===== config.mk =====
export PLATFORM = sky130hd
export DESIGN_NAME = glyph_text_layout
export DESIGN_NICKNAME = d
export VERILOG_FILES = /design/src/rtl/gtl_pkg.sv /design/src/rtl/glyph_text_layout.sv /design/src/rtl/gtl_ram.sv /design/src/rtl/gtl_ctrl.sv /design/src/rtl/gtl_datapath.sv
export SDC_FILE = /design/constraint.sdc
export NUM_CORES = 2
export LEC_CHECK = 0
export BUFFER_PORTS_ARGS = -buffer_cell sky130_fd_sc_hd__buf_2
export CORE_MARGIN = 2
export CORE_UTILIZATION = 31
export DETAILED_ROUTE_END_ITERATION = 8
export PLACE_DENSITY = 0.47
export SYNTH_ARGS = -nofsm -noshare
export SYNTH_HDL_FRONTEND = slang
export SYNTH_HIERARCHICAL = 1
export SYNTH_SLANG_ARGS = --single-unit

===== constraint.sdc =====
create_clock -name clk -period 6.3 [get_ports clk]
set_input_delay 0.315 -clock clk [delete_from_list [all_inputs] [get_ports clk]]
set_output_delay 0.315 -clock clk [all_outputs]
set_load 0.005 [all_outputs]

===== src/rtl/gtl_pkg.sv =====
// Shared types and constants of the glyph text layout block.
package gtl_pkg;

    // Configuration register indexes.
    localparam logic [2:0] CFG_ORIGIN_X     = 3'd0;
    localparam logic [2:0] CFG_ORIGIN_Y     = 3'd1;
    localparam logic [2:0] CFG_BOX_WIDTH    = 3'd2;
    localparam logic [2:0] CFG_BOX_HEIGHT   = 3'd3;
    localparam logic [2:0] CFG_GLYPH_HEIGHT = 3'd4;
    localparam logic [2:0] CFG_MODE         = 3'd5;

    // Input opcodes, modes and result kinds.
    localparam logic OP_LOAD     = 1'b0;
    localparam logic OP_CHAR     = 1'b1;
    localparam logic MODE_LAYOUT  = 1'b0;
    localparam logic MODE_MEASURE = 1'b1;
    localparam logic KIND_BLIT   = 1'b0;
    localparam logic KIND_WIDTH  = 1'b1;

    // Character codes and spacing.
    localparam logic [7:0] CODE_SPACE    = 8'd32;
    localparam logic [7:0] CODE_NEWLINE  = 8'd10;
    localparam logic [7:0] SPACE_ADVANCE = 8'd3;
    localparam logic [7:0] XSPACE        = 8'd1;
    localparam logic [7:0] YSPACE        = 8'd3;

    // Table entry as stored in the glyph memory.
    localparam int ENTRY_W = 28;

    typedef struct packed {
        logic [7:0]  width;
        logic [11:0] start;
        logic [7:0]  code;
    } entry_t;

    typedef enum logic [2:0] {
        ST_IDLE,
        ST_SCAN,
        ST_DRAIN,
        ST_WRAP,
        ST_COMMIT
    } state_t;

    typedef struct packed {
        logic accept;
        logic scan;
        logic wrap;
        logic commit;
    } dp_cmd_t;

    typedef struct packed {
        logic scan_last;
        logic is_load;
        logic out_busy;
    } dp_status_t;

endpackage


===== src/rtl/glyph_text_layout.sv =====
// A load goes through the scan, drain and commit states before the next item can be
// accepted, and a character through scan, drain, wrap and commit; a result appears in
// the output register the cycle after its item finishes. One item is in work at a time,
// commit waits on a stalled output, and the scan reads one glyph memory entry per cycle.
// Reset (asynchronous, active low) restores the configuration defaults, marks every
// table slot empty and clears the cursor, width sum and halt flag at once.
module glyph_text_layout
    import gtl_pkg::*;
#(
    parameter int NUM_GLYPHS = 128
) (
    input  logic        clk,
    input  logic        rst_n,
    input  logic        cfg_we,
    input  logic [2:0]  cfg_index,
    input  logic [15:0] cfg_data,
    input  logic        s_tvalid,
    output logic        s_tready,
    // slot[6:0], entry_code[14:7], entry_start[26:15], entry_width[34:27],
    // char_code[42:35], zero fill
    input  logic [47:0] s_tdata,
    // opcode
    input  logic        s_tuser,
    // end_of_text
    input  logic        s_tlast,
    output logic        m_tvalid,
    input  logic        m_tready,
    // atlas_x[11:0], blit_width[19:12], dest_x[36:20], dest_y[53:37],
    // text_total[69:54], zero fill
    output logic [71:0] m_tdata,
    // result_kind
    output logic        m_tuser
);

    dp_cmd_t    cmd;
    dp_status_t status;

    gtl_ctrl u_ctrl (
        .clk      (clk),
        .rst_n    (rst_n),
        .in_valid (s_tvalid),
        .in_ready (s_tready),
        .status   (status),
        .cmd      (cmd)
    );

    gtl_datapath #(
        .NUM_GLYPHS (NUM_GLYPHS)
    ) u_datapath (
        .clk       (clk),
        .rst_n     (rst_n),
        .cfg_we    (cfg_we),
        .cfg_index (cfg_index),
        .cfg_data  (cfg_data),
        .in_data   (s_tdata),
        .in_user   (s_tuser),
        .in_last   (s_tlast),
        .out_data  (m_tdata),
        .out_user  (m_tuser),
        .out_valid (m_tvalid),
        .out_ready (m_tready),
        .cmd       (cmd),
        .status    (status)
    );

endmodule


===== src/rtl/gtl_ram.sv =====
// Generic single write port, single read port RAM with registered read data.
module gtl_ram #(
    parameter int WIDTH = 8,
    parameter int DEPTH = 16
) (
    input  logic                                   clk,
    input  logic                                   we,
    input  logic [(DEPTH > 1 ? $clog2(DEPTH) : 1)-1:0] waddr,
    input  logic [WIDTH-1:0]                       wdata,
    input  logic                                   re,
    input  logic [(DEPTH > 1 ? $clog2(DEPTH) : 1)-1:0] raddr,
    output logic [WIDTH-1:0]                       rdata
);

    logic [WIDTH-1:0] mem_reg [DEPTH];
    logic [WIDTH-1:0] rdata_reg;

    always_ff @(posedge clk)
    begin
        if (we)
        begin
            mem_reg[waddr] <= wdata;
        end
        if (re)
        begin
            rdata_reg <= mem_reg[raddr];
        end
    end

    assign rdata = rdata_reg;

endmodule


===== src/rtl/gtl_ctrl.sv =====
// Controller state machine that sequences table scans and result commits.
module gtl_ctrl
    import gtl_pkg::*;
(
    input  logic       clk,
    input  logic       rst_n,
    input  logic       in_valid,
    output logic       in_ready,
    input  dp_status_t status,
    output dp_cmd_t    cmd
);

    state_t state_reg;
    state_t state_next;

    always_ff @(posedge clk or negedge rst_n)
    begin
        if (!rst_n)
        begin
            state_reg <= ST_IDLE;
        end
        else
        begin
            state_reg <= state_next;
        end
    end

    always_comb
    begin
        state_next = state_reg;
        cmd        = '0;
        in_ready   = 1'b0;
        unique case (state_reg)
            ST_IDLE:
            begin
                in_ready = 1'b1;
                if (in_valid)
                begin
                    cmd.accept = 1'b1;
                    state_next = ST_SCAN;
                end
            end
            ST_SCAN:
            begin
                cmd.scan = 1'b1;
                if (status.scan_last)
                begin
                    state_next = ST_DRAIN;
                end
            end
            ST_DRAIN:
            begin
                // The last read of the scan is compared in this cycle.
                state_next = status.is_load ? ST_COMMIT : ST_WRAP;
            end
            ST_WRAP:
            begin
                cmd.wrap   = 1'b1;
                state_next = ST_COMMIT;
            end
            ST_COMMIT:
            begin
                if (!status.out_busy)
                begin
                    cmd.commit = 1'b1;
                    state_next = ST_IDLE;
                end
            end
            default:
            begin
                state_next = ST_IDLE;
            end
        endcase
    end

endmodule


===== src/rtl/gtl_datapath.sv =====
// Datapath: glyph table, lookup scan, cursor state and the output register.
module gtl_datapath
    import gtl_pkg::*;
#(
    parameter int NUM_GLYPHS = 128
) (
    input  logic        clk,
    input  logic        rst_n,
    input  logic        cfg_we,
    input  logic [2:0]  cfg_index,
    input  logic [15:0] cfg_data,
    input  logic [47:0] in_data,
    input  logic        in_user,
    input  logic        in_last,
    output logic [71:0] out_data,
    output logic        out_user,
    output logic        out_valid,
    input  logic        out_ready,
    input  dp_cmd_t     cmd,
    output dp_status_t  status
);

    localparam int IDX_W = NUM_GLYPHS > 1 ? $clog2(NUM_GLYPHS) : 1;

    function automatic logic [15:0] sat16(input logic [16:0] v);
        return v[16] ? 16'hFFFF : v[15:0];
    endfunction

    // Configuration registers.
    logic [15:0] origin_x_reg;
    logic [15:0] origin_y_reg;
    logic [14:0] box_width_reg;
    logic [14:0] box_height_reg;
    logic [7:0]  glyph_height_reg;
    logic        mode_reg;

    always_ff @(posedge clk or negedge rst_n)
    begin
        if (!rst_n)
        begin
            origin_x_reg     <= '0;
            origin_y_reg     <= '0;
            box_width_reg    <= 15'h7FFF;
            box_height_reg   <= 15'h7FFF;
            glyph_height_reg <= 8'd16;
            mode_reg         <= MODE_LAYOUT;
        end
        else if (cfg_we)
        begin
            unique case (cfg_index)
                CFG_ORIGIN_X:     origin_x_reg     <= cfg_data;
                CFG_ORIGIN_Y:     origin_y_reg     <= cfg_data;
                CFG_BOX_WIDTH:    box_width_reg    <= cfg_data[14:0];
                CFG_BOX_HEIGHT:   box_height_reg   <= cfg_data[14:0];
                CFG_GLYPH_HEIGHT: glyph_height_reg <= cfg_data[7:0];
                CFG_MODE:         mode_reg         <= cfg_data[0];
                default:          ;
            endcase
        end
    end

    // Current item.
    logic        opcode_reg;
    logic [6:0]  slot_reg;
    logic [7:0]  ecode_reg;
    logic [11:0] estart_reg;
    logic [7:0]  ewidth_reg;
    logic [7:0]  ch_reg;
    logic        eot_reg;

    always_ff @(posedge clk)
    begin
        if (cmd.accept)
        begin
            opcode_reg <= in_user;
            slot_reg   <= in_data[6:0];
            ecode_reg  <= in_data[14:7];
            estart_reg <= in_data[26:15];
            ewidth_reg <= in_data[34:27];
            ch_reg     <= in_data[42:35];
            eot_reg    <= in_last;
        end
    end

    // Table memory and per-slot valid bits.
    logic [NUM_GLYPHS-1:0] valid_reg;
    logic [IDX_W-1:0]      scan_idx_reg;
    logic [IDX_W-1:0]      rd_idx_reg;
    logic                  rd_pending_reg;
    logic [ENTRY_W-1:0]    rdata;
    entry_t                rd_entry;
    entry_t                wr_entry;
    logic                  slot_in_range;
    logic                  table_we;
    logic [IDX_W-1:0]      slot_idx;

    logic                  match_found_reg;
    logic [11:0]           match_start_reg;
    logic [7:0]            match_width_reg;
    logic                  best_found_reg;
    logic [7:0]            best_code_reg;
    logic [11:0]           best_start_reg;
    logic [7:0]            best_width_reg;

    assign slot_in_range = {2'b00, slot_reg} < 9'(NUM_GLYPHS);
    assign slot_idx      = IDX_W'(slot_reg);
    assign wr_entry      = '{width: ewidth_reg, start: estart_reg, code: ecode_reg};
    // A load whose code is already present is dropped; the scan found it as a match.
    assign table_we      = cmd.commit && (opcode_reg == OP_LOAD) && slot_in_range
                           && !match_found_reg;
    assign rd_entry      = entry_t'(rdata);

    gtl_ram #(
        .WIDTH (ENTRY_W),
        .DEPTH (NUM_GLYPHS)
    ) u_table (
        .clk   (clk),
        .we    (table_we),
        .waddr (slot_idx),
        .wdata (wr_entry),
        .re    (cmd.scan),
        .raddr (scan_idx_reg),
        .rdata (rdata)
    );

    always_ff @(posedge clk or negedge rst_n)
    begin
        if (!rst_n)
        begin
            valid_reg      <= '0;
            rd_pending_reg <= 1'b0;
        end
        else
        begin
            rd_pending_reg <= cmd.scan;
            if (table_we)
            begin
                valid_reg[slot_idx] <= 1'b1;
            end
        end
    end

    // Scan: one entry read per cycle, each compared in the cycle after its read.
    logic [7:0] key;
    assign key = (opcode_reg == OP_LOAD) ? ecode_reg : ch_reg;

    always_ff @(posedge clk)
    begin
        if (cmd.accept)
        begin
            scan_idx_reg    <= '0;
            match_found_reg <= 1'b0;
            best_found_reg  <= 1'b0;
        end
        else
        begin
            if (cmd.scan)
            begin
                scan_idx_reg <= scan_idx_reg + 1'b1;
                rd_idx_reg   <= scan_idx_reg;
            end
            if (rd_pending_reg && valid_reg[rd_idx_reg])
            begin
                if (!match_found_reg && rd_entry.code == key)
                begin
                    match_found_reg <= 1'b1;
                    match_start_reg <= rd_entry.start;
                    match_width_reg <= rd_entry.width;
                end
                if (!best_found_reg || rd_entry.code < best_code_reg)
                begin
                    best_found_reg <= 1'b1;
                    best_code_reg  <= rd_entry.code;
                    best_start_reg <= rd_entry.start;
                    best_width_reg <= rd_entry.width;
                end
            end
        end
    end

    logic        found;
    logic [7:0]  sel_width;
    logic [11:0] sel_start;

    assign found     = match_found_reg || best_found_reg;
    assign sel_width = match_found_reg ? match_width_reg : best_width_reg;
    assign sel_start = match_found_reg ? match_start_reg : best_start_reg;

    // Cursor state and output register.
    logic [15:0] cursor_x_reg, cursor_x_next;
    logic [15:0] cursor_y_reg, cursor_y_next;
    logic [15:0] width_sum_reg, width_sum_next;
    logic        halted_reg, halted_next;
    logic        out_valid_reg, out_valid_next;
    logic        out_kind_reg, out_kind_next;
    logic [71:0] out_data_reg, out_data_next;

    logic [8:0]  line_step;
    logic [15:0] cy_stepped;
    logic        is_glyph;
    logic        wrap_needed;
    logic        over_height;
    logic [16:0] dest_x;
    logic [16:0] dest_y;
    logic [7:0]  measure_add;
    logic [15:0] sum_new;

    assign line_step   = {1'b0, glyph_height_reg} + {1'b0, YSPACE};
    assign cy_stepped  = sat16({1'b0, cursor_y_reg} + {8'b0, line_step});
    assign is_glyph    = (ch_reg != CODE_SPACE) && (ch_reg != CODE_NEWLINE);
    assign wrap_needed = ({1'b0, cursor_x_reg} + {9'b0, sel_width}) > {2'b00, box_width_reg};
    assign over_height = {2'b00, box_height_reg}
                         < ({9'b0, glyph_height_reg} + {1'b0, cursor_y_reg});
    assign dest_x      = {origin_x_reg[15], origin_x_reg} + {1'b0, cursor_x_reg};
    assign dest_y      = {origin_y_reg[15], origin_y_reg} + {1'b0, cursor_y_reg};
    assign measure_add = (ch_reg == CODE_SPACE) ? SPACE_ADVANCE : (found ? sel_width : 8'd0);
    assign sum_new     = sat16({1'b0, width_sum_reg} + {9'b0, measure_add});

    always_comb
    begin
        cursor_x_next  = cursor_x_reg;
        cursor_y_next  = cursor_y_reg;
        width_sum_next = width_sum_reg;
        halted_next    = halted_reg;
        out_valid_next = out_valid_reg && !out_ready;
        out_kind_next  = out_kind_reg;
        out_data_next  = out_data_reg;

        // Wrap is applied first so the height check sees the new line.
        if (cmd.wrap && mode_reg == MODE_LAYOUT && !halted_reg && is_glyph
            && found && wrap_needed)
        begin
            cursor_x_next = '0;
            cursor_y_next = cy_stepped;
        end

        if (cmd.commit && opcode_reg == OP_CHAR)
        begin
            if (mode_reg == MODE_MEASURE)
            begin
                width_sum_next = sum_new;
                if (eot_reg)
                begin
                    out_valid_next = 1'b1;
                    out_kind_next  = KIND_WIDTH;
                    out_data_next  = {2'b00, sum_new, 54'b0};
                end
            end
            else if (!halted_reg)
            begin
                if (ch_reg == CODE_SPACE)
                begin
                    cursor_x_next = sat16({1'b0, cursor_x_reg} + {9'b0, SPACE_ADVANCE});
                end
                else if (ch_reg == CODE_NEWLINE)
                begin
                    cursor_x_next = '0;
                    cursor_y_next = cy_stepped;
                end
                else if (found)
                begin
                    if (over_height)
                    begin
                        halted_next = 1'b1;
                    end
                    else
                    begin
                        out_valid_next = 1'b1;
                        out_kind_next  = KIND_BLIT;
                        out_data_next  = {18'b0, dest_y, dest_x, sel_width, sel_start};
                        cursor_x_next  = sat16({1'b0, cursor_x_reg} + {9'b0, sel_width}
                                               + {9'b0, XSPACE});
                    end
                end
            end
            if (eot_reg)
            begin
                cursor_x_next  = '0;
                cursor_y_next  = '0;
                width_sum_next = '0;
                halted_next    = 1'b0;
            end
        end
    end

    always_ff @(posedge clk or negedge rst_n)
    begin
        if (!rst_n)
        begin
            cursor_x_reg  <= '0;
            cursor_y_reg  <= '0;
            width_sum_reg <= '0;
            halted_reg    <= 1'b0;
            out_valid_reg <= 1'b0;
        end
        else
        begin
            cursor_x_reg  <= cursor_x_next;
            cursor_y_reg  <= cursor_y_next;
            width_sum_reg <= width_sum_next;
            halted_reg    <= halted_next;
            out_valid_reg <= out_valid_next;
        end
    end

    always_ff @(posedge clk)
    begin
        out_kind_reg <= out_kind_next;
        out_data_reg <= out_data_next;
    end

    assign out_valid        = out_valid_reg;
    assign out_user         = out_kind_reg;
    assign out_data         = out_data_reg;
    assign status.scan_last = scan_idx_reg == IDX_W'(NUM_GLYPHS - 1);
    assign status.is_load   = opcode_reg == OP_LOAD;
    assign status.out_busy  = out_valid_reg && !out_ready;

endmodule


* Word-level counts from Yosys, hierarchy flattened
Memories as Yosys holds them, arrays and structs flattened. A register that Yosys moved wholly into a read port is not among the register bits.
Cells that the tools add are included.
** Cells by class
- Equality and inequality tests :: 23
- Bitwise logic cells :: 4
- Divide/modulo/power cells :: 0
- Multiply operators :: 0
- Shift-type cells :: 0
- Reductions and logical operators :: 38
- Add/subtract/negate cells :: 10
- Order comparisons :: 6
- Multiplexer cells :: 74
** Operators by type and width (count)
- 72-bit two-way mux :: 7
- 16-bit two-way mux :: 22
- 128-bit bitwise OR :: 1
- 16-bit by 8-bit adder with 17-bit output :: 2
- 17-bit by 16-bit adder with 17-bit output :: 2
- 1-bit two-way mux :: 33
- 8-bit two-way mux :: 4
- 2-bit AND reduction :: 11
- 16-bit by 2-bit adder with 17-bit output, second input constant :: 1
- 16-bit by 9-bit adder with 17-bit output :: 1
- 17-bit by 1-bit adder with 17-bit output, second input constant :: 1
- 8-bit by 16-bit adder with 17-bit output :: 1
- 17-bit by 15-bit greater-than comparator with 1-bit output :: 1
- 15-bit by 17-bit less-than comparator with 1-bit output :: 1
- 7-bit by 8-bit less-than comparator with 1-bit output, second input constant :: 2
- 3-bit one-hot mux with 5 select lines :: 1
- 1-bit logical AND :: 13
- 3-bit by 2-bit equality test with 1-bit output, second input constant :: 4
- 12-bit two-way mux :: 1
- 3-bit two-way mux :: 4
- 8-bit by 2-bit adder with 9-bit output, second input constant :: 1
- 3-bit equality test, second input constant :: 3
- 3-bit AND reduction :: 3
- 8-bit by 4-bit equality test with 1-bit output, second input constant :: 1
- 19 further kinds :: 34
** Storage, ports and cells
- Memory bits (read-only) :: 0
- Bits in writable memories :: 3584
- Memories :: 1
- Flip-flop bits (word level) :: 435
- Bits in latches :: 0
- Input bits :: 74
- Output and inout bits :: 75
** Memories
- u_datapath.u_table.mem_reg :: depth 128, bits a word 28, read ports 1, clocked after Yosys merged registers in 1, wr ports 1, RTL line gtl_ram.sv:15 : logic [WIDTH-1:0] mem_reg [DEPTH];

* Logic depth before layout (Yosys ltp)
- Depth in word-level cells :: 16
- Mapped depth :: 22
- Mapped depth without buffers :: 19

* Cells and area by module
The synthesis kept the hierarchy.
** By module, submodules not included
- gtl_ram :: seq. area each 108464.0 um2, area an instance 137107.7 um2, cells an instance 5264, times used 1
- gtl_datapath :: seq. area each 11609.9 um2, area an instance 21872.2 um2, cells an instance 1847, times used 1
- gtl_ctrl :: seq. area each 75.1 um2, area an instance 209.0 um2, cells an instance 26, times used 1

* Worst setup path after synthesis
OpenSTA, ideal clock, no wires.
- Path type :: register -> register
- Start point :: register u_ctrl.state_reg[2]
- End point :: register u_datapath.best_code_reg[0], enable pin
- Cell stages (with the launch flop) :: 7
- Arrival time :: 6251 ps
- Period minus slack after synthesis :: 6626 ps
- Slack :: -326 ps
- Path through :: dfrtp_1 clkbuf_1 nor4b_1 clkbuf_1 inv_1 nand3_2 nor2_1
** RTL lines
- start, declared :: RTL line gtl_ctrl.sv:13 : state_t state_reg;
- start signal, assigned :: RTL line gtl_ctrl.sv:24 : state_reg <= state_next;
- end signal, assigned :: RTL line gtl_datapath.sv:173 : best_code_reg <= rd_entry.code;
- end, declared :: RTL line gtl_datapath.sv:101 : logic [7:0] best_code_reg;

* Worst setup path in the final report
- Start point :: register u_datapath.cursor_y_reg[5]
- End point :: register u_datapath.cursor_x_reg[0]
** On the way
- Longest elaborated chain between the ends :: 10
** Ends and longest elaborated chain
- start, declared :: RTL line gtl_datapath.sv:191 : logic [15:0] cursor_y_reg, cursor_y_next;
- start signal, assigned :: RTL line gtl_datapath.sv:299 : cursor_y_reg <= cursor_y_next;
- 8-bit by 16-bit adder with 17-bit output :: RTL line gtl_datapath.sv:213 : < ({9'b0, glyph_height_reg} + {1'b0, cursor_y_reg});
- 15-bit by 17-bit less-than comparator with 1-bit output :: RTL line gtl_datapath.sv:213
- 16-bit two-way mux :: RTL line gtl_datapath.sv:262 : if (over_height)
- 16-bit two-way mux :: RTL line gtl_datapath.sv:260 : else if (found)
- 16-bit two-way mux :: RTL line gtl_datapath.sv:255 : else if (ch_reg == CODE_NEWLINE)
- 16-bit two-way mux :: RTL line gtl_datapath.sv:251 : if (ch_reg == CODE_SPACE)
- 16-bit two-way mux :: RTL line gtl_datapath.sv:249 : else if (!halted_reg)
- 16-bit two-way mux :: RTL line gtl_datapath.sv:239 : if (mode_reg == MODE_MEASURE)
- 16-bit two-way mux :: RTL line gtl_datapath.sv:276 : if (eot_reg)
- 16-bit two-way mux :: RTL line gtl_datapath.sv:237 : if (cmd.commit && opcode_reg == OP_CHAR)
- net u_datapath.cursor_x_next[0] :: RTL line gtl_datapath.sv:190 : logic [15:0] cursor_x_reg, cursor_x_next;
- end signal, assigned :: RTL line gtl_datapath.sv:298 : cursor_x_reg <= cursor_x_next;
- end, declared :: RTL line gtl_datapath.sv:190
The timed path passes the listed nets, and every way through them passes these cells.
A chain may end at the register's enable or synchronous reset.

==> qor.txt <==
run status: completed
most common cell after layout, fill and taps aside: edfxtp_1
starting DRC count in detailed routing: 8349
Synth Cell Area: 159000 um^2
Clock Skew: 0.0575 ns
RSZ-0062 raised after global routing: no
Req. time, crit path: 7.13 ns
Final Util: 0.363
Synth Flop Type: edfxtp_1
H-tree Lvls: 5
Final setup viols: 0
Total GRT Usage: 0.172
DR vias: 77400
most frequent cells in the layout: edfxtp_1, mux4_2, clkbuf_16, buf_4, dfrtp_1
fraction of registers with async set/reset: 0.0625
Seq/Total Area, Yosys: 0.755
Final Hold Fails: 0
Rows: 263
clock net sink count: 4045
total negative setup slack: 0 ns
number of CTS-inserted buffers: 429
number of flops mapped to enable cells by yosys: 3783
Final period util: 0.861
DR pass1 iterations: 6
post-synthesis cell count: 7137
Final Hold Slack: 0.102 ns
Worst-Margin Slew: 1.38 ns
Ys Warns: 6
Post-Synth Simple-Gate Area: 0.0196
Synth Area in XOR/XNOR: 0.00457
HPWL Detailed: 269000 um
Tmin final: 5.42 ns
Vias/cell: 5.18
nets@finish: 7992
Placeable Area: 512000 um^2
VDD IR max: 0.467 mV
static leakage: 0.0593 uW
Die Height: 721 um
Resized Gates After CTS: 0
nature of the critical path startpoint: flop
# DRC: 0
slack of the critical path: 0.877 ns
GPL Wtd Cong: 0.804
max-slew violation count: 0
IO Port Bufs: 141
post-synthesis compound-gate area fraction: 0.0201
first-pass GRT wire length: 634000 um
TritonCTS clock tree: yes
clock latency at the later pin of the worst-skew pair: 1.01 ns
post-synthesis adder-cell area fraction: 0.00964
crit path max fanout: 16
GR Overflow Total: 0
Arr. time, crit path: 6.26 ns
library cells used by synthesis: 83
mux cell area share after synthesis: 0.180
clock tree buffer depth: 4
slew margin rel.: 0.0774
clock root buffer: clkbuf_16
largest net degree at the start of global routing: 160
number of global-route vias before repair: 80500
Total Routed Length: 454000 um
layout cells sized above 1: 0.314
initial cell density of the core: 0.311
area grow syn2layout: 16.8%
Setup CP Type: reg -> reg
Power Density: 402 nW/um^2
Peak Freq: 0.184 GHz
largest family of logic cells by synthesized area: multiplexers
syn_area_per_cell: 22.3 um^2
min-delay worst type: in -> reg
Ports: 149
Die Footprint: 519000 um^2
dpl ws: 0.942 ns
synthesized flop and latch total: 4045
Die X-Extent: 721 um
clock slew at reported path FFs: 0.06 ns
Largest register FFs: 3584
antenna violations before repair: 35
max-cap violations: 0
Routed WL per cell: 30.4 um
Final ANT Viol Nets: 0
CP endpoint kind: flop
[cells by family (layout without fill, tap and decap cells)]
kind of cell,after synthesis,count (layout)
flops,4045,4045
mux,1330,1330
simple gates,659,659
compound gates,466,466
buf+inv,437,1452
fa+ha+maj,116,116
xor+xnor,83,83
other cells,1,27
[layer usage]
| metal | part of all wire | wire length [um] | GRT usage |
|---|---|---|---|
| met1 | 0.44 | 198000 | 0.246 |
| met2 | 0.48 | 217000 | 0.280 |
| met3 | 0.063 | 28500 | 0.0224 |
| met4 | 0.025 | 11300 | 0.0410 |
| met5 | 0.00012 | 56 | 0 |
[worst max-delay path, stage by stage, from the launching register on]
cell and delay, ns:
dfrtp_1 0.44, ha_1 0.24, fa_1 0.42, or3_1 0.37, a211oi_1 0.47, nor2_1 0.17
xnor2_1 0.21, ha_1 0.20, a211oi_1 0.08, o21ai_0 0.07, a31oi_1 0.07, o21ai_0 0.23
nand4b_1 0.63, a311oi_4 1.04, a221oi_1 0.23, or3_1 0.41
[repair_timing]
item                                    CTS  global route
hold buffers                            132             0
endpoints found under the hold margin   226             0
endpoints found under the setup margin    0             0
setup buffers                             0             0
[synth_stat cells (all sizes together) (8+ instances only)]
cell | n | area [um^2]
a211oi | 19 | 143
a21o | 115 | 863
a21oi | 69 | 353
a221o | 10 | 100
a221oi | 9 | 78.8
a22oi | 9 | 67.6
a311oi | 14 | 140
a31oi | 17 | 106
and2 | 9 | 56.3
and3 | 30 | 193
buf | 139 | 674
clkbuf | 221 | 830
dfrtp | 222 | 5560
dfstp | 31 | 815
dfxtp | 9 | 180
edfxtp | 3783 | 114000
fa | 11 | 220
ha | 105 | 1310
inv | 76 | 285
mux2 | 80 | 901
mux2i | 32 | 320
mux4 | 1218 | 27400
nand2 | 124 | 465
nand2b | 23 | 151
nand3 | 44 | 225
nand4 | 17 | 106
nor2 | 265 | 995
nor2b | 23 | 144
nor3 | 55 | 275
nor4 | 8 | 50.1
o21a | 15 | 113
o21ai | 95 | 475
o21bai | 48 | 360
or2 | 15 | 93.8
or3 | 14 | 87.6
xnor2 | 47 | 412
xor2 | 36 | 315
[cell type report]
cell class | count | area, um^2
fill | 46600 | 326000
sequential | 4045 | 120000
multi-input combinational | 2656 | 38300
clock buffer | 540 | 11300
tap | 6757 | 8450
timing repair buffer | 593 | 4910
clock inverter | 242 | 2380
inverter | 77 | 289
antenna | 25 | 62.6
[power by group]
part	switching, uW	internal (uW)
logic	10700	8840
registers	735	29700
clock network	10500	14400
[final timing paths]
path                                                            endpoint                                   start  slack [ns]  depth (start not counted)
worst max register to register      u_datapath/cursor_x_reg[0]$_DFF_PN0_    u_datapath/cursor_y_reg[5]$_DFF_PN0_        0.88                         15
min in group asynchronous       u_datapath/width_sum_reg[15]$_DFFE_PN0P_                                   rst_n        0.54                          3
worst min-delay path                  u_datapath/estart_reg[4]$_DFFE_PP_                             s_tdata[19]        0.10                          2
worst max-delay path                u_datapath/cursor_x_reg[0]$_DFF_PN0_    u_datapath/cursor_y_reg[5]$_DFF_PN0_        0.88                         15
max in group asynchronous          u_datapath/valid_reg[101]$_DFFE_PN0P_                                   rst_n        4.26                          4
worst min register to register    u_datapath/best_width_reg[7]$_DFFE_PP_  u_datapath/u_table/rdata[27]$_DFFE_PP_        0.44                          0
[metrics by stage]
stage / power (uW) / std cells / area [um^2]
floorplan: 42600 / 7138 / 159000
global placement: 50700 / 14000 / 171000
detailed placement: 50800 / 14000 / 171000
CTS: 75900 / 14900 / 186000
global route: 77300 / 14900 / 186000
finish: 74800 / 14900 / 186000
No activity file was read; power rests on OpenSTA's default activity.
